===== config.mk =====
export PLATFORM = sky130hd
export DESIGN_NAME = sonar_echo_range_averager_top
export DESIGN_NICKNAME = d
export VERILOG_FILES = /design/src/hw/rtl/sera_pkg.sv /design/src/hw/rtl/sonar_echo_range_averager_top.sv /design/src/hw/rtl/sera_divider.sv /design/src/hw/rtl/sera_ring.sv
export SDC_FILE = /design/constraint.sdc
export NUM_CORES = 1
export LEC_CHECK = 0
export ABC_AREA = 0
export BUFFER_PORTS_ARGS = -buffer_cell sky130_fd_sc_hd__clkbuf_2
export CAP_MARGIN = 20
export CORE_UTILIZATION = 30
export DETAILED_ROUTE_END_ITERATION = 8
export SKIP_LAST_GASP = 1
export SLEW_MARGIN = 40
export SYNTH_ARGS = -nofsm -noshare
export SYNTH_HDL_FRONTEND = slang
export SYNTH_SLANG_ARGS = --single-unit

===== constraint.sdc =====
create_clock -name i_clk -period 3.8 [get_ports i_clk]
set_input_delay 0.95 -clock i_clk [delete_from_list [all_inputs] [get_ports i_clk]]
set_output_delay 0.95 -clock i_clk [all_outputs]
set_load 0.03 [all_outputs]

===== src/hw/rtl/sera_pkg.sv =====
package sera_pkg;

    localparam int AVG_DEPTH  = 4;
    localparam int TICKS_W    = 16;
    localparam int CM_W       = 10;
    localparam int ANGLE_W    = 9;
    localparam int RETRY_W    = 8;
    localparam int RING_AW    = (AVG_DEPTH > 1) ? $clog2(AVG_DEPTH) : 1;
    localparam int SUM_W      = CM_W + $clog2(AVG_DEPTH);
    localparam int DIV_CNT_W  = $clog2(TICKS_W);

    localparam int CFG_IDX_W  = 3;
    localparam int CFG_DATA_W = 10;
    localparam int S_TDATA_W  = 32;
    localparam int M_TDATA_W  = 24;

    localparam logic [CFG_IDX_W-1:0] REG_TICKS_PER_CM = 3'd0;
    localparam logic [CFG_IDX_W-1:0] REG_MAX_RANGE_CM = 3'd1;
    localparam logic [CFG_IDX_W-1:0] REG_MAX_RETRIES  = 3'd2;
    localparam logic [CFG_IDX_W-1:0] REG_SWEEP_MODE   = 3'd3;
    localparam logic [CFG_IDX_W-1:0] REG_SINGLE_MODE  = 3'd4;

    localparam logic [CM_W-1:0]    RST_TICKS_PER_CM = 10'd87;
    localparam logic [CM_W-1:0]    RST_MAX_RANGE_CM = 10'd400;
    localparam logic [RETRY_W-1:0] RST_MAX_RETRIES  = 8'd3;
    localparam logic [RETRY_W-1:0] RETRY_SAT        = 8'd255;

    typedef struct packed {
        logic               en;
        logic [RING_AW-1:0] addr;
        logic [CM_W-1:0]    data;
    } t_ring_wr;

endpackage


===== src/hw/rtl/sonar_echo_range_averager_top.sv =====
// Channel     Dir  Fields (low bit up)
// s_axis      in   echo_ticks[15:0], timer_overflowed[16], servo_angle[25:17], zero[31:26]
// m_axis      out  report_valid[0], avg_range_cm[10:1], report_angle[19:11],
//                  advance_sweep[20], finish_single[21], rearm_trigger[22], zero[23]
// cfg         in   write enable, register index, data; no read-back
//
// An echo whose timer overflowed skips the divider and goes straight to the update step.
// A normal echo goes through the serial divider first. Every echo then passes the update
// and decision steps, a summing pass over the ring memory's read port when the report
// carries the ring average, then output load and back to idle.
// Reset is synchronous and clears the ring valid bits, position and retry count.
// One echo is in flight at a time; a new one is taken while a result waits in
// the output register, and the next result holds until that register drains.
module sonar_echo_range_averager_top (
    input  logic                            i_clk,
    input  logic                            i_rst_n,
    input  logic                            i_s_axis_tvalid,
    output logic                            o_s_axis_tready,
    // echo_ticks, timer_overflowed, servo_angle, zero pad
    input  logic [sera_pkg::S_TDATA_W-1:0]  i_s_axis_tdata,
    output logic                            o_m_axis_tvalid,
    input  logic                            i_m_axis_tready,
    // report_valid, avg_range_cm, report_angle, advance_sweep,
    // finish_single, rearm_trigger, zero pad
    output logic [sera_pkg::M_TDATA_W-1:0]  o_m_axis_tdata,
    input  logic                            i_cfg_wr_en,
    input  logic [sera_pkg::CFG_IDX_W-1:0]  i_cfg_idx,
    input  logic [sera_pkg::CFG_DATA_W-1:0] i_cfg_wdata
);
    import sera_pkg::*;

    localparam logic [2:0] ST_IDLE   = 3'd0;
    localparam logic [2:0] ST_DIV    = 3'd1;
    localparam logic [2:0] ST_UPD    = 3'd2;
    localparam logic [2:0] ST_DECIDE = 3'd3;
    localparam logic [2:0] ST_SUM    = 3'd4;
    localparam logic [2:0] ST_OUT    = 3'd5;

    logic [CM_W-1:0]    r_ticks_per_cm;
    logic [CM_W-1:0]    r_max_range;
    logic [RETRY_W-1:0] r_max_retries;
    logic               r_sweep;
    logic               r_single;

    logic [2:0]         r_state;
    logic [RETRY_W-1:0] r_retry;
    logic [RING_AW-1:0] r_pos;

    logic               r_ovf;
    logic [ANGLE_W-1:0] r_angle;

    logic               r_valid;
    logic               r_adv;
    logic               r_fin;
    logic               r_rearm;
    logic [CM_W-1:0]    r_dist;

    logic               r_out_vld;
    logic [M_TDATA_W-1:0] r_out_data;

    logic               accept;
    logic               div_start;
    logic               div_done;
    logic [TICKS_W-1:0] quotient;
    logic [CM_W-1:0]    divisor;
    logic               in_range;
    logic [RETRY_W-1:0] retry_inc;
    t_ring_wr           ring_wr;
    logic               sum_start;
    logic               sum_done;
    logic [SUM_W-1:0]   sum;
    logic               out_load;

    logic               d_valid;
    logic               d_avg;
    logic               d_adv;
    logic               d_fin;
    logic               d_rearm;
    logic               d_clr;
    logic               rz;
    logic               pz;

    assign accept    = i_s_axis_tvalid && o_s_axis_tready;
    assign o_s_axis_tready = (r_state == ST_IDLE);
    assign div_start = accept && !i_s_axis_tdata[TICKS_W];
    assign divisor   = (r_ticks_per_cm == '0) ? CM_W'(1) : r_ticks_per_cm;
    assign in_range  = !r_ovf && (quotient < TICKS_W'(r_max_range));
    assign retry_inc = (r_retry == RETRY_SAT) ? r_retry : r_retry + 1'b1;

    assign ring_wr.en   = (r_state == ST_UPD) && in_range;
    assign ring_wr.addr = r_pos;
    assign ring_wr.data = quotient[CM_W-1:0];

    sera_divider u_div (
        .i_clk      (i_clk),
        .i_rst_n    (i_rst_n),
        .i_start    (div_start),
        .i_dividend (i_s_axis_tdata[TICKS_W-1:0]),
        .i_divisor  (divisor),
        .o_done     (div_done),
        .o_quotient (quotient)
    );

    sera_ring u_ring (
        .i_clk       (i_clk),
        .i_rst_n     (i_rst_n),
        .i_wr        (ring_wr),
        .i_sum_start (sum_start),
        .o_sum_done  (sum_done),
        .o_sum       (sum)
    );

    always_comb begin
        rz      = (r_retry == '0);
        pz      = (r_pos == '0);
        d_valid = 1'b0;
        d_avg   = 1'b0;
        d_adv   = 1'b0;
        d_fin   = 1'b0;
        d_clr   = 1'b0;
        d_rearm = r_rearm;
        if (r_ovf) begin
            d_rearm = 1'b1;
            if (r_sweep && (r_retry > r_max_retries)) begin
                d_clr = 1'b1;
                d_adv = 1'b1;
            end
        end else if (r_sweep && pz && rz) begin
            d_valid = 1'b1;
            d_avg   = 1'b1;
            d_adv   = 1'b1;
        end else if (r_sweep && (r_retry > r_max_retries)) begin
            d_clr = 1'b1;
            d_adv = 1'b1;
        end else if (!r_sweep && !r_single) begin
            if (rz) begin
                d_valid = 1'b1;
                d_avg   = 1'b1;
            end else if (r_retry >= r_max_retries) begin
                d_clr   = 1'b1;
                d_valid = 1'b1;
            end
            d_rearm = 1'b1;
        end else if (r_single && pz) begin
            if (rz) begin
                d_valid = 1'b1;
                d_avg   = 1'b1;
                d_fin   = 1'b1;
                d_rearm = 1'b0;
            end else if (r_retry >= r_max_retries) begin
                d_clr   = 1'b1;
                d_valid = 1'b1;
                d_fin   = 1'b1;
                d_rearm = 1'b0;
            end
        end else begin
            d_rearm = 1'b1;
        end
    end

    assign sum_start = (r_state == ST_DECIDE) && d_avg;
    assign out_load  = (r_state == ST_OUT) && (!r_out_vld || i_m_axis_tready);

    always_ff @(posedge i_clk) begin
        if (!i_rst_n) begin
            r_ticks_per_cm <= RST_TICKS_PER_CM;
            r_max_range    <= RST_MAX_RANGE_CM;
            r_max_retries  <= RST_MAX_RETRIES;
            r_sweep        <= 1'b0;
            r_single       <= 1'b1;
        end else if (i_cfg_wr_en) begin
            case (i_cfg_idx)
                REG_TICKS_PER_CM: r_ticks_per_cm <= i_cfg_wdata[CM_W-1:0];
                REG_MAX_RANGE_CM: r_max_range    <= i_cfg_wdata[CM_W-1:0];
                REG_MAX_RETRIES:  r_max_retries  <= i_cfg_wdata[RETRY_W-1:0];
                REG_SWEEP_MODE:   r_sweep        <= i_cfg_wdata[0];
                REG_SINGLE_MODE:  r_single       <= i_cfg_wdata[0];
                default: ;
            endcase
        end
    end

    always_ff @(posedge i_clk) begin
        if (accept) begin
            r_ovf   <= i_s_axis_tdata[TICKS_W];
            r_angle <= i_s_axis_tdata[TICKS_W+ANGLE_W:TICKS_W+1];
        end
        if (r_state == ST_UPD) begin
            r_rearm <= !in_range;
        end
        if (r_state == ST_DECIDE) begin
            r_valid <= d_valid;
            r_adv   <= d_adv;
            r_fin   <= d_fin;
            r_rearm <= d_rearm;
            r_dist  <= '0;
        end
        if (sum_done) begin
            r_dist <= CM_W'(sum / AVG_DEPTH);
        end
    end

    always_ff @(posedge i_clk) begin
        if (!i_rst_n) begin
            r_state   <= ST_IDLE;
            r_retry   <= '0;
            r_pos     <= '0;
            r_out_vld <= 1'b0;
        end else begin
            if (out_load) begin
                r_out_vld <= 1'b1;
            end else if (o_m_axis_tvalid && i_m_axis_tready) begin
                r_out_vld <= 1'b0;
            end
            case (r_state)
                ST_IDLE: begin
                    if (accept) begin
                        r_state <= i_s_axis_tdata[TICKS_W] ? ST_UPD : ST_DIV;
                    end
                end
                ST_DIV: begin
                    if (div_done) begin
                        r_state <= ST_UPD;
                    end
                end
                ST_UPD: begin
                    if (in_range) begin
                        r_retry <= '0;
                        if (r_pos == RING_AW'(AVG_DEPTH - 1)) begin
                            r_pos <= '0;
                        end else begin
                            r_pos <= r_pos + 1'b1;
                        end
                    end else begin
                        r_retry <= retry_inc;
                    end
                    r_state <= ST_DECIDE;
                end
                ST_DECIDE: begin
                    if (d_clr) begin
                        r_retry <= '0;
                    end
                    r_state <= d_avg ? ST_SUM : ST_OUT;
                end
                ST_SUM: begin
                    if (sum_done) begin
                        r_state <= ST_OUT;
                    end
                end
                ST_OUT: begin
                    if (out_load) begin
                        r_state <= ST_IDLE;
                    end
                end
                default: r_state <= ST_IDLE;
            endcase
        end
    end

    always_ff @(posedge i_clk) begin
        if (out_load) begin
            r_out_data <= {1'b0, r_rearm, r_fin, r_adv,
                           r_valid ? r_angle : '0,
                           r_valid ? r_dist : '0,
                           r_valid};
        end
    end

    assign o_m_axis_tvalid = r_out_vld;
    assign o_m_axis_tdata  = r_out_data;

    assert property (@(posedge i_clk) disable iff (!i_rst_n)
        div_done |-> (r_state == ST_DIV))
        else $error("divider finished outside the divide step");

    assert property (@(posedge i_clk) disable iff (!i_rst_n)
        sum_done |-> (r_state == ST_SUM))
        else $error("ring sum finished outside the summing step");

    assert property (@(posedge i_clk) disable iff (!i_rst_n)
        ring_wr.en |=> (r_state == ST_DECIDE) && !sum_done)
        else $error("ring write overlaps a summing pass");

    assert property (@(posedge i_clk) disable iff (!i_rst_n)
        (o_m_axis_tvalid && o_m_axis_tdata[21]) |-> !o_m_axis_tdata[22])
        else $error("finish_single with rearm_trigger set");

    assert property (@(posedge i_clk) disable iff (!i_rst_n)
        out_load |-> (!o_m_axis_tvalid || i_m_axis_tready))
        else $error("output register overwritten while full");

endmodule


===== src/hw/rtl/sera_divider.sv =====
module sera_divider (
    input  logic                         i_clk,
    input  logic                         i_rst_n,
    input  logic                         i_start,
    input  logic [sera_pkg::TICKS_W-1:0] i_dividend,
    input  logic [sera_pkg::CM_W-1:0]    i_divisor,
    output logic                         o_done,
    output logic [sera_pkg::TICKS_W-1:0] o_quotient
);
    import sera_pkg::*;

    logic                 r_busy;
    logic                 r_done;
    logic [DIV_CNT_W-1:0] r_cnt;
    logic [CM_W-1:0]      r_rem;
    logic [TICKS_W-1:0]   r_quo;
    logic [CM_W-1:0]      r_div;

    logic [CM_W:0]        trial;
    logic                 q_bit;
    logic [CM_W-1:0]      n_rem;

    always_comb begin
        trial = {r_rem, r_quo[TICKS_W-1]};
        q_bit = (trial >= {1'b0, r_div});
        n_rem = q_bit ? CM_W'(trial - {1'b0, r_div}) : CM_W'(trial);
    end

    always_ff @(posedge i_clk) begin
        if (!i_rst_n) begin
            r_busy <= 1'b0;
            r_done <= 1'b0;
        end else begin
            r_done <= 1'b0;
            if (i_start) begin
                r_busy <= 1'b1;
                r_cnt  <= '0;
                r_rem  <= '0;
                r_quo  <= i_dividend;
                r_div  <= i_divisor;
            end else if (r_busy) begin
                r_rem <= n_rem;
                r_quo <= {r_quo[TICKS_W-2:0], q_bit};
                r_cnt <= r_cnt + 1'b1;
                if (r_cnt == DIV_CNT_W'(TICKS_W - 1)) begin
                    r_busy <= 1'b0;
                    r_done <= 1'b1;
                end
            end
        end
    end

    assign o_done     = r_done;
    assign o_quotient = r_quo;

endmodule


===== src/hw/rtl/sera_ring.sv =====
module sera_ring (
    input  logic                       i_clk,
    input  logic                       i_rst_n,
    input  sera_pkg::t_ring_wr         i_wr,
    input  logic                       i_sum_start,
    output logic                       o_sum_done,
    output logic [sera_pkg::SUM_W-1:0] o_sum
);
    import sera_pkg::*;

    logic [CM_W-1:0]      mem [AVG_DEPTH];
    logic [AVG_DEPTH-1:0] r_valid;
    logic [CM_W-1:0]      r_rd_word;
    logic                 r_rd_ok;
    logic [RING_AW-1:0]   r_idx;
    logic                 r_busy;
    logic                 r_pend;
    logic                 r_last;
    logic                 r_done;
    logic [SUM_W-1:0]     r_acc;
    logic [CM_W-1:0]      rd_word;

    always_ff @(posedge i_clk) begin
        if (i_wr.en) begin
            mem[i_wr.addr] <= i_wr.data;
        end
        r_rd_word <= mem[r_idx];
    end

    assign rd_word = r_rd_ok ? r_rd_word : '0;

    always_ff @(posedge i_clk) begin
        if (!i_rst_n) begin
            r_valid <= '0;
            r_rd_ok <= 1'b0;
            r_busy  <= 1'b0;
            r_pend  <= 1'b0;
            r_last  <= 1'b0;
            r_done  <= 1'b0;
            r_idx   <= '0;
            r_acc   <= '0;
        end else begin
            if (i_wr.en) begin
                r_valid[i_wr.addr] <= 1'b1;
            end
            r_rd_ok <= r_valid[r_idx];
            r_pend  <= r_busy;
            r_last  <= r_busy && (r_idx == RING_AW'(AVG_DEPTH - 1));
            r_done  <= r_last;
            if (i_sum_start) begin
                r_busy <= 1'b1;
                r_idx  <= '0;
                r_acc  <= '0;
            end else begin
                if (r_busy) begin
                    if (r_idx == RING_AW'(AVG_DEPTH - 1)) begin
                        r_busy <= 1'b0;
                        r_idx  <= '0;
                    end else begin
                        r_idx <= r_idx + 1'b1;
                    end
                end
                if (r_pend) begin
                    r_acc <= r_acc + SUM_W'(rd_word);
                end
            end
        end
    end

    assign o_sum_done = r_done;
    assign o_sum      = r_acc;

endmodule


==> metrics, run 1 <==
critical-path cell list=ha_1 > a211oi_1 > o211ai_1 > nor3_2 > a21oi_2 > nor3_4 > and2_1; first-pass GRT wire length=29900 um; Slowest cell on crit path=and2_1; Async SR Flop Fraction=0%; Critical Path Stages=7; # resized after CTS=0; R2R Setup Slk=1.06 ns; critical path arrival=2.87 ns; RR Endpoint=u_ring.mem[1][9]; Avg WL per Cell=14.3 um; Top delay family on crit path=simple AND/OR/NAND/NOR gates; Yosys cell types=62; top cell type's share of synthesized area=41.2%; RSZ-0062 raised after global routing=no; Netlist Area Pre-Place=0.00927 mm^2; Global Route Usage Sum=11.9%; Rows=63; layout filler cell count=2946; top cell type by total area after synthesis=edfxtp_1; Rel. slew slack=51.5%; CP max FO=11; placer congestion estimate=0.799; Syn Area/Cell=11.6 um^2; HPWL after DPL=12900 um; Fmax=365 MHz; r2r startpoint=u_div.o_quotient[5]; CTS sink count=206; sw power=1.40 mW; CP Capture Type=flop; Post-CTS Setup Repair Bufs=0; slew of the pin with the lowest slew margin=0.724 ns; initial DRC count=321; switching share of total power=24.6%; Die Y=178 um; DR vias/cell=4.61; Logic pwr share=12.5%; Post-Route WL=18200 um; worst vdd ir=238 uV; run status=finished clean; Reg area=0.00540 mm^2; vias in the first global route=5693; prevailing post-synth register cell=edfxtp_1; largest net degree at the start of global routing=34; Post-synth EDFFs=127; Tmin final=2.74 ns; register bit count reported by yosys=206; FF-to-FF path depth=7; crit start category=flop; Residual DRC=0; post-synthesis cell count=801; Final Util=35.9%; via count=5868; Max-Cap Viols=0; port bufs=68; Reg power frac=47.4%; PwrDens=527 mW/mm^2; final period utilization=72.1%; clock-pin slew on the worst setup and hold paths=0.06 ns; Setup violations, final=0; # H-tree levels=1; Nets=964; clock power share=40.1%; Final ANT Viol Nets=0; post-synthesis mux area share=6.48%; grt ovf=0; Die W=178 um; CTS tree=yes; Die ar.=0.0316 mm^2; Synth Area in XOR/XNOR=1.13%; Final Max Tran Viols=0; Pint=4.29 mW; area occupied by multi-input gates=0.00357 mm^2; yosys warns=0; CP Data Required Time=3.93 ns; leakage=4.03 nW; part of the Yosys area used for sequential elements=58.2%; initial antenna violation count=0; Top Ports=76; Worst Setup EP=u_ring.mem[1][9]; Area contributors post-synth=edfxtp_1 (41%), dfxtp_1 (17%), ha_1 (6.1%); post-synthesis compound-gate area fraction=9.29%; Hold WC Path Type=flop to flop; CTS buffer count=22; final hold viol count=0; TritonRoute pass-1 iters=4; n_diodes=0; Setup Skew=0.0113 ns; clock root cell=clkbuf_16; Setup TNS=0 ns; core area=0.0300 mm^2; clock buffer depth=3; Starting Density=30.9%; Min Hold Slack=0.416 ns; post-synthesis adder-cell area fraction=6.51%; Synthesized Nets=898; Worst-Skew Late Latency=0.50 ns; overall power=5.68 mW; kind of critical path=flop to flop; largest family of logic cells by synthesized area=simple AND/OR/NAND/NOR gates; CTS hold repair buffers=0; worst path bufs/invs=0; Layout area overhead=16.4%; CP startpoint=u_div.o_quotient[5]; Simple-Gate Fraction of Synth Area=14.9%; layout cell share with drive strength beyond 1=16.8%; max incr delay on CP=0.53 ns
[worst min-delay path by stage]
stage                     startpoint            endpoint  slack [ns]  cells past startpoint
after floorplan                r_adv  o_m_axis_tdata[20]        0.40                      0
after global placement         r_fin  o_m_axis_tdata[21]        0.40                      0
after detailed placement       r_fin  o_m_axis_tdata[21]        0.40                      0
after CTS                      r_fin  o_m_axis_tdata[21]        0.42                      0
after global routing           r_adv  o_m_axis_tdata[20]        0.44                      0
final                          r_fin  o_m_axis_tdata[21]        0.42                      0
[per-layer routing]
metal	track usage, %	wire length (um)	up-vias
li1	-	-	2991
met1	16.1	8670	2743
met2	19.7	8300	108
met3	2.14	873	26
met4	2.64	316	0
met5	0	0	-
[Yosys cell counts, types with 2 or more instances]
library cell  count
mux2i_1          15
xnor2_1           8
nand2b_1         15
o22ai_1           3
xor2_1            4
nor2b_1           9
nor4_1            6
edfxtp_1        127
nand4_1           7
clkbuf_1         24
buf_4             2
and2_1           48
a31oi_1           4
o31ai_1           3
and3_1           10
nor2_1           59
ha_1             45
o21a_1           11
o21ai_0          24
a21o_1            9
mux2_2           18
a211oi_1         10
nand3_1          18
o31a_1            2
buf_2             4
nor3_2            2
mux4_2           11
o21ai_1           2
fa_1              2
nor4b_1           2
o211ai_1          6
nor3_1           10
buf_1             2
o21ai_2           3
dfxtp_1          79
a21oi_1          41
nand2_1          83
inv_1            48
o311ai_0          2
[power groups by stage]
stage / Sequential, mW / Clock (mW) / Combinational (mW)
finish: 2.69 / 2.28 / 0.713
global route: 2.72 / 2.42 / 0.813
CTS: 2.69 / 2.34 / 0.722
detailed placement: 2.74 / 0 / 0.715
global placement: 2.74 / 0 / 0.705
floorplan: 2.68 / 0 / 0.564
[logic make-up (layout without fill, tap and decap cells)]
| family | Yosys count | count (layout) |
|---|---|---|
| XOR/XNOR | 12 | 12 |
| other | 1 | 1 |
| AND/OR/NAND/NOR | 278 | 278 |
| adder cells (fa/ha/maj) | 47 | 47 |
| buffers and inverters | 80 | 162 |
| multiplexers | 44 | 44 |
| AO/OA/AOI/OAI | 133 | 133 |
| flip-flops | 206 | 206 |
[sequential cells by signal, summed over array words and instances (netlist names), 10 cells and up]
| signal | flops |
|---|---|
| u_div.r_rem | 10 |
| r_max_range | 10 |
| r_ticks_per_cm | 10 |
| u_div.r_div | 10 |
| r_dist | 10 |
| u_ring.o_sum | 12 |
| o_m_axis_tdata | 23 |
| u_div.o_quotient | 16 |
| u_ring.r_rd_word | 10 |
| u_ring.mem | 40 |
[layout by cell type, fill, tap and decap left out, types with 3 or more instances in the layout]
| master | n |
|---|---|
| mux2_2 | 18 |
| o21a_1 | 11 |
| nand2_1 | 83 |
| o21ai_0 | 24 |
| dfxtp_1 | 78 |
| mux4_2 | 11 |
| a21o_1 | 9 |
| nor2b_1 | 9 |
| xor2_1 | 4 |
| nand3_1 | 18 |
| o22ai_1 | 3 |
| a211oi_1 | 10 |
| inv_1 | 48 |
| nor2_1 | 58 |
| xnor2_1 | 8 |
| a31oi_1 | 4 |
| o21ai_2 | 3 |
| a21oi_1 | 41 |
| nand2b_1 | 15 |
| o211ai_1 | 6 |
| o31ai_1 | 3 |
| and3_1 | 10 |
| clkbuf_2 | 68 |
| ha_1 | 45 |
| and2_1 | 48 |
| buf_4 | 6 |
| mux2i_1 | 15 |
| nor4_1 | 5 |
| nand4_1 | 7 |
| clkinv_1 | 3 |
| nor3_1 | 10 |
| clkbuf_1 | 8 |
| bufinv_16 | 4 |
| edfxtp_1 | 127 |
| clkbuf_16 | 24 |
[through the flow]
step	setup slack, ns	cells	cell area (um^2)
finish	1.06	1273	10800
global route	0.842	1273	10800
CTS	1.01	1273	10800
detailed placement	1.04	1233	10000
global placement	1.10	1233	10000
floorplan	0.102	801	9270
[worst register-to-register path, stage by stage, from the launching register on]
cell and delay [ns]:
edfxtp_1 0.47, ha_1 0.33, a211oi_1 0.27, o211ai_1 0.15
nor3_2 0.17, a21oi_2 0.18, nor3_4 0.28, and2_1 0.53
[layout make-up]
| class | count | area share [%] |
|---|---|---|
| well taps | 390 | 4.52 |
| flip-flops and latches | 206 | 50.0 |
| clock inverters | 7 | 1.22 |
| inverters | 48 | 1.67 |
| repair buffers | 74 | 3.57 |
| clock buffers | 33 | 5.92 |
| multi-input cells | 515 | 33.1 |
Power figures use the tool's default switching activity.
==> run 2, diff against run 1 <==
==> constraint.sdc (replaced) <==
create_clock -name i_clk -period 2.2 [get_ports i_clk]
set_input_delay 0.55 -clock i_clk [delete_from_list [all_inputs] [get_ports i_clk]]
set_output_delay 0.55 -clock i_clk [all_outputs]
set_load 0.03 [all_outputs]
==> metrics, run 2 (synthesis results as in run 1) <==
M1 wire length=9150 um (was 8670 um); overall power=9.87 mW (was 5.68 mW); Reg area=0.00540 mm^2 (about the same); CP Data Required Time=2.45 ns (was 3.93 ns); wire length on met3=841 um (was 873 um); CTS sink count=206 (unchanged); leakage=4.39 nW (was 4.03 nW); Die ar.=0.0316 mm^2 (unchanged); Nets=1025 (was 964); Final Max Tran Viols=0 (unchanged); initial DRC count=286 (was 321); Final ANT Viol Nets=0 (unchanged); Min Hold Slack=0.216 ns (was 0.416 ns); grt ovf=0 (unchanged); Layout area overhead=25.2% (was 16.4%); Setup violations, final=0 (unchanged); final period utilization=98.1% (was 72.1%); most frequent cells in the layout=edfxtp_1 (127), nand2_1 (82), dfxtp_1 (78) (was edfxtp_1 (127), nand2_1 (83), dfxtp_1 (78)); run status=finished clean (unchanged); # H-tree levels=1 (unchanged); n_diodes=0 (unchanged); DR vias/cell=4.68 (was 4.61); final hold viol count=0 (unchanged); CP Capture Type=flop (unchanged); critical path arrival=2.40 ns (was 2.87 ns); kind of critical path=flop to flop (unchanged); port bufs=68 (unchanged); worst vdd ir=489 uV (was 238 uV); Fmax=463 MHz (was 365 MHz); crit start category=flop (unchanged); clock-pin slew on the worst setup and hold paths=0.06 ns (about the same); initial antenna violation count=0 (unchanged); Top reg by flops=u_ring.mem (unchanged); Setup TNS=0 ns (unchanged); layout filler cell count=2862 (was 2946); CP max FO=6 (was 11); most common cell after layout, fill and taps aside=edfxtp_1 (unchanged); Highest Signal Layer=met4 (unchanged); CTS buffer count=23 (was 22); HPWL after DPL=13700 um (was 12900 um); via count=6245 (was 5868); PwrDens=851 mW/mm^2 (was 527 mW/mm^2); placer congestion estimate=0.813 (was 0.799); first-pass GRT wire length=31400 um (was 29900 um); Tmin final=2.16 ns (was 2.74 ns); Starting Density=30.9% (unchanged); Setup Skew=0.0189 ns (was 0.0113 ns); Top Ports=76 (unchanged); Avg WL per Cell=14.6 um (was 14.3 um); Rows=63 (unchanged); slew of the pin with the lowest slew margin=0.490 ns (was 0.724 ns); met2 wire length=9080 um (was 8300 um); Hold WC Path Type=input pin to flop (was flop to flop); Max-Cap Viols=0 (unchanged); Die Y=178 um (unchanged); RSZ-0062 raised after global routing=yes (was no); largest net degree at the start of global routing=31 (was 34); Final Util=38.6% (was 35.9%); TritonRoute pass-1 iters=4 (unchanged); core area=0.0300 mm^2 (unchanged); area occupied by multi-input gates=0.00388 mm^2 (was 0.00357 mm^2); Global Route Usage Sum=12.5% (was 11.9%); DP Worst Slack=-0.103 ns (was 1.04 ns); layout cell share with drive strength beyond 1=27.0% (was 16.8%); max reg flops=40 (unchanged); CTS hold repair buffers=0 (unchanged); Post-Route WL=19500 um (was 18200 um); vias in the first global route=6079 (was 5693); Die W=178 um (unchanged); Rel. slew slack=66.9% (was 51.5%); CTS tree=yes (unchanged); Worst-Skew Late Latency=0.51 ns (was 0.50 ns); clock buffer depth=3 (unchanged); Residual DRC=0 (unchanged); clock root cell=clkbuf_16 (unchanged); worst setup margin=0.0414 ns (was 1.06 ns)
## run 2: cell types whose count changed in the layout (fill, tap and decap cells not counted), sizes merged
cell,previous run,this run
buf,6,65
clkinvlp,0,1
bufinv,4,1
clkinv,3,6
inv,48,50
clkbuf,101,100
dlymetal6s2s,0,1
## run 2: path summary, 6_finish.rpt
path,to,slack (ns),cells after the start,startpoint
hold / removal,r_angle[7],0.22,1,i_s_axis_tdata[24]
setup reg to reg,u_div.r_rem[4],0.04,8,u_div.r_rem[5]
setup / recovery,u_div.r_rem[4],0.04,8,u_div.r_rem[5]
hold reg to reg,o_m_axis_tdata[21],0.42,0,r_fin
## run 2: power by group
| part | internal [mW] | switching [mW] | total (mW) |
|---|---|---|---|
| clock network | 2.11 | 1.49 | 3.60 |
| registers | 4.45 | 0.163 | 4.61 |
| logic | 0.737 | 0.927 | 1.66 |
## run 2: critical path, cell delays in order, from the launching register on
cell and delay [ns]:
edfxtp_1 0.43, ha_4 0.32, nand4_1 0.17, o31ai_2 0.31, a21oi_1 0.14, o21a_4 0.17, buf_4 0.14, a21oi_1 0.17
nor2_1 0.06
## run 2: metrics by stage
step	instances	instance area [um^2]
3_3_place_gp	1289	10600
4_1_cts	1332	11300
5_1_grt	1335	11600
2_1_floorplan	801	9340
3_5_place_dp	1289	10600
6_report	1335	11600
## run 2: repair_timing
| action | 4_1_cts | 5_1_grt |
|---|---|---|
| setup endpoints to repair | 48 | 78 |
| resized for setup | 13 | 48 |
| cloned | 0 | 0 |
| setup buffers | 1 | 4 |
| pin swaps | 1 | 15 |
## run 2: cell type report
cell class	instances	area share [%]
clock inverters	10	0.658
inverters	48	1.55
repair buffers	134	8.17
multi-input cells	515	33.5
well taps	390	4.21
clock buffers	32	5.42
flip-flops and latches	206	46.5
## run 2: layer usage
layer / up-vias / track usage, %
met4: 0 / 3.03
met5: - / 0
met2: 136 / 20.9
met3: 32 / 2.19
met1: 2957 / 16.7
li1: 3120 / -
==> run 3, diff against run 2 <==
--- a/config.mk
+++ b/config.mk
@@ -10,8 +10,10 @@
 export CAP_MARGIN = 20
 export CORE_UTILIZATION = 30
 export DETAILED_ROUTE_END_ITERATION = 8
+export RECOVER_POWER = 50
 export SKIP_LAST_GASP = 1
 export SLEW_MARGIN = 40
 export SYNTH_ARGS = -nofsm -noshare
 export SYNTH_HDL_FRONTEND = slang
+export SYNTH_HIERARCHICAL = 1
 export SYNTH_SLANG_ARGS = --single-unit
==> metrics, run 3 <==
vias in the first global route=6371 (was 6079); Area contributors post-synth=edfxtp_1 (40%), dfxtp_1 (16%), ha_1 (5.6%) (was edfxtp_1 (41%), dfxtp_1 (17%), ha_1 (6.1%)); Top Ports=76 (unchanged); Setup Skew=0.0137 ns (was 0.0189 ns); failing checks=setup timing; post-synthesis cell count=826 (was 801); fin area=0.0121 mm^2 (was 0.0116 mm^2); RSZ-0062 raised after global routing=yes (unchanged); final period utilization=101% (was 98.1%); layout filler cell count=3037 (was 2862); HPWL after DPL=14700 um (was 13700 um); worst vdd ir=442 uV (was 489 uV); Die Y=181 um (was 178 um); Commonest cells post-synth=edfxtp_1 (127), nand2_1 (90), dfxtp_1 (79), and2_1 (45), nor2_1 (44) (was edfxtp_1 (127), nand2_1 (83), dfxtp_1 (79), nor2_1 (59)); CP Capture Type=flop (unchanged); initial DRC count=237 (was 286); slew of the pin with the lowest slew margin=0.701 ns (was 0.490 ns); leakage=4.58 nW (was 4.39 nW); Layout area overhead=26.2% (was 25.2%); Die W=181 um (was 178 um); core area=0.0316 mm^2 (was 0.0300 mm^2); Min Hold Slack=0.231 ns (was 0.216 ns); clock-pin slew on the worst setup and hold paths=0.06 ns (about the same); Die ar.=0.0328 mm^2 (was 0.0316 mm^2); initial antenna violation count=0 (unchanged); Fmax=451 MHz (was 463 MHz); Hold WC Path Type=input pin to flop (unchanged); max reg flops=40 (unchanged); worst setup margin=-0.0180 ns (was 0.0414 ns); yosys warns=6 (was 0); prevailing post-synth register cell=edfxtp_1 (unchanged); layout cell share with drive strength beyond 1=30.5% (was 27.0%); Setup violations, final=4 (was 0); Tmin final=2.22 ns (was 2.16 ns); CP Data Required Time=2.64 ns (was 2.45 ns); largest net degree at the start of global routing=55 (was 31); clock buffer depth=3 (unchanged); M1 wire length=9610 um (was 9150 um); Yosys cell types=71 (was 62); Final ANT Viol Nets=0 (unchanged); crit start category=flop (unchanged); met2 wire length=9890 um (was 9080 um); Hold Startpoint=i_s_axis_tdata[17] (was i_s_axis_tdata[24]); Highest Signal Layer=met4 (unchanged); Netlist Area Pre-Place=0.00962 mm^2 (was 0.00927 mm^2); first-pass GRT wire length=33300 um (was 31400 um); Final Max Tran Viols=0 (unchanged); Post-Route WL=20900 um (was 19500 um); CP max FO=5 (was 6); Top reg by flops=u_ring/mem (was u_ring.mem); CTS hold repair buffers=0 (unchanged); area of placed instances=0.0110 mm^2 (was 0.0106 mm^2); RR Endpoint=r_retry[6] (was u_div.r_rem[4]); Max-Cap Viols=0 (unchanged); FF-to-FF path depth=8 (unchanged); placer congestion estimate=0.816 (was 0.813); Final Util=38.5% (was 38.6%); Residual DRC=0 (unchanged); top cell type's share of synthesized area=39.6% (was 41.2%); DR vias/cell=4.73 (was 4.68); PwrDens=709 mW/mm^2 (was 851 mW/mm^2); via count=6512 (was 6245); CTS tree=yes (unchanged); Syn Area/Cell=11.6 um^2 (about the same); Starting Density=30.5% (was 30.9%); CTS buffer count=23 (unchanged); # H-tree levels=1 (unchanged); DP Worst Slack=-0.0818 ns (was -0.103 ns); most frequent cells in the layout=edfxtp_1 (127), nand2_1 (88), dfxtp_1 (66) (was edfxtp_1 (127), nand2_1 (82), dfxtp_1 (78)); port bufs=68 (unchanged); critical path arrival=2.65 ns (was 2.40 ns); Nets=1053 (was 1025); register bit count reported by yosys=206 (unchanged); Synthesized Nets=921 (was 898); hold path depth=1 (unchanged); final hold viol count=0 (unchanged); CTS sink count=206 (unchanged); Rel. slew slack=53.3% (was 66.9%); kind of critical path=flop to flop (unchanged); Post-synth EDFFs=127 (unchanged); n_diodes=0 (unchanged); Global Route Usage Sum=12.6% (was 12.5%); most common cell after layout, fill and taps aside=edfxtp_1 (unchanged); Async SR Flop Fraction=0% (unchanged); R2R Setup Slk=-0.02 ns (was 0.04 ns); part of the Yosys area used for sequential elements=56.1% (was 58.2%); clock root cell=clkbuf_16 (unchanged); count leader, synth=edfxtp_1 (unchanged); Avg WL per Cell=15.2 um (was 14.6 um); TritonRoute pass-1 iters=5 (was 4); top cell type by total area after synthesis=edfxtp_1 (unchanged); Rows=65 (was 63); WHS Endpoint=r_angle[0] (was r_angle[7]); wire length on met3=959 um (was 841 um); r2r startpoint=r_retry[6] (was u_div.r_rem[5]); Worst-Skew Late Latency=0.50 ns (was 0.51 ns); grt ovf=0 (unchanged); run status=finished with violations (was finished clean)
[run 3: cell count changes after synthesis, moves of 5 or more]
cell      before  now
a21boi_0       0   24
nor2_1        59   44
a21oi_1       41   27
inv_1         48   38
nand3b_1       1   10
nand2_1       83   90
nand2b_1      15    8
nor3b_1        1    7
a32oi_1        0    5
and3b_1        1    6
and4_1         0    5
o21ai_0       24   19
[run 3: final cells by class]
| type | count | area [um^2] | area share (%) |
|---|---|---|---|
| timing repair buffer | 145 | 1010 | 8.32 |
| sequential | 206 | 5410 | 44.6 |
| clock buffer | 39 | 667 | 5.49 |
| multi-input combinational | 544 | 4390 | 36.2 |
| inverter | 38 | 145 | 1.20 |
| clock inverter | 2 | 12.5 | 0.103 |
| tap | 402 | 503 | 4.14 |
[run 3: cell families (layout without fill, tap and decap cells)]
kind of cell    after synthesis  after routing  share of synthesized area (%)
simple gates                299            299                           16.8
flops                       206            206                           56.1
compound gates              143            144                           10.5
buf+inv                      77            224                           3.39
fa+ha+maj                    45             45                           6.01
mux                          44             44                           6.23
xor+xnor                     11             11                           1.00
other cells                   1              1                         0.0390
[run 3: per-layer routing]
layer  track usage (%)  up-vias
met5                 0        -
met4              3.42        0
met3              2.18       31
met2              21.2      128
met1              16.7     3087
li1                  -     3266
[run 3: metrics by stage]
| step | instances | total power, mW | setup TNS, ns |
|---|---|---|---|
| CTS | 1368 | 8.65 | -0.713 |
| global route | 1376 | 8.96 | -3.56 |
| global placement | 1322 | 5.10 | -1.82 |
| floorplan | 826 | 4.84 | -0.698 |
| detailed placement | 1322 | 5.11 | -2.25 |
| finish | 1376 | 8.60 | -0.0519 |
[run 3: what timing repair did]
action	4_1_cts	5_1_grt
buffers inserted	4	8
pin swaps	16	28
cloned	1	0
setup endpoints to repair	63	82
gates resized for setup	31	63
[run 3: how the worst max path moves through the flow]
stage / cells after the start / endpoint / startpoint / slack, ns
after floorplan: 8 / u_ring/mem[0][0] / u_div/o_quotient[2] / -0.07
after global placement: 11 / u_ring/o_sum[7] / r_max_retries[6] / -0.06
after detailed placement: 7 / r_fin / r_retry[0] / -0.08
after CTS: 9 / r_retry[2] / r_retry[1] / -0.06
after global routing: 8 / u_ring/mem[0][7] / u_div/o_quotient[2] / -0.11
final: 8 / r_retry[6] / r_retry[6] / -0.02
[run 3: power breakdown]
group	total [mW]	switching (mW)	internal (mW)
sequential	4.30	0.0697	4.23
combinational	0.819	0.440	0.379
clock	3.49	1.44	2.05
total	8.60	1.94	6.66
[run 3: critical path, cell delays in order, from the launching register on]
cell and delay (ns):
dfxtp_2 0.35, buf_6 0.12, or4b_4 0.54, nor4_4 0.24
buf_12 0.16, o21ai_4 0.07, o31a_1 0.39, a21o_1 0.22
nand3_2 0.06
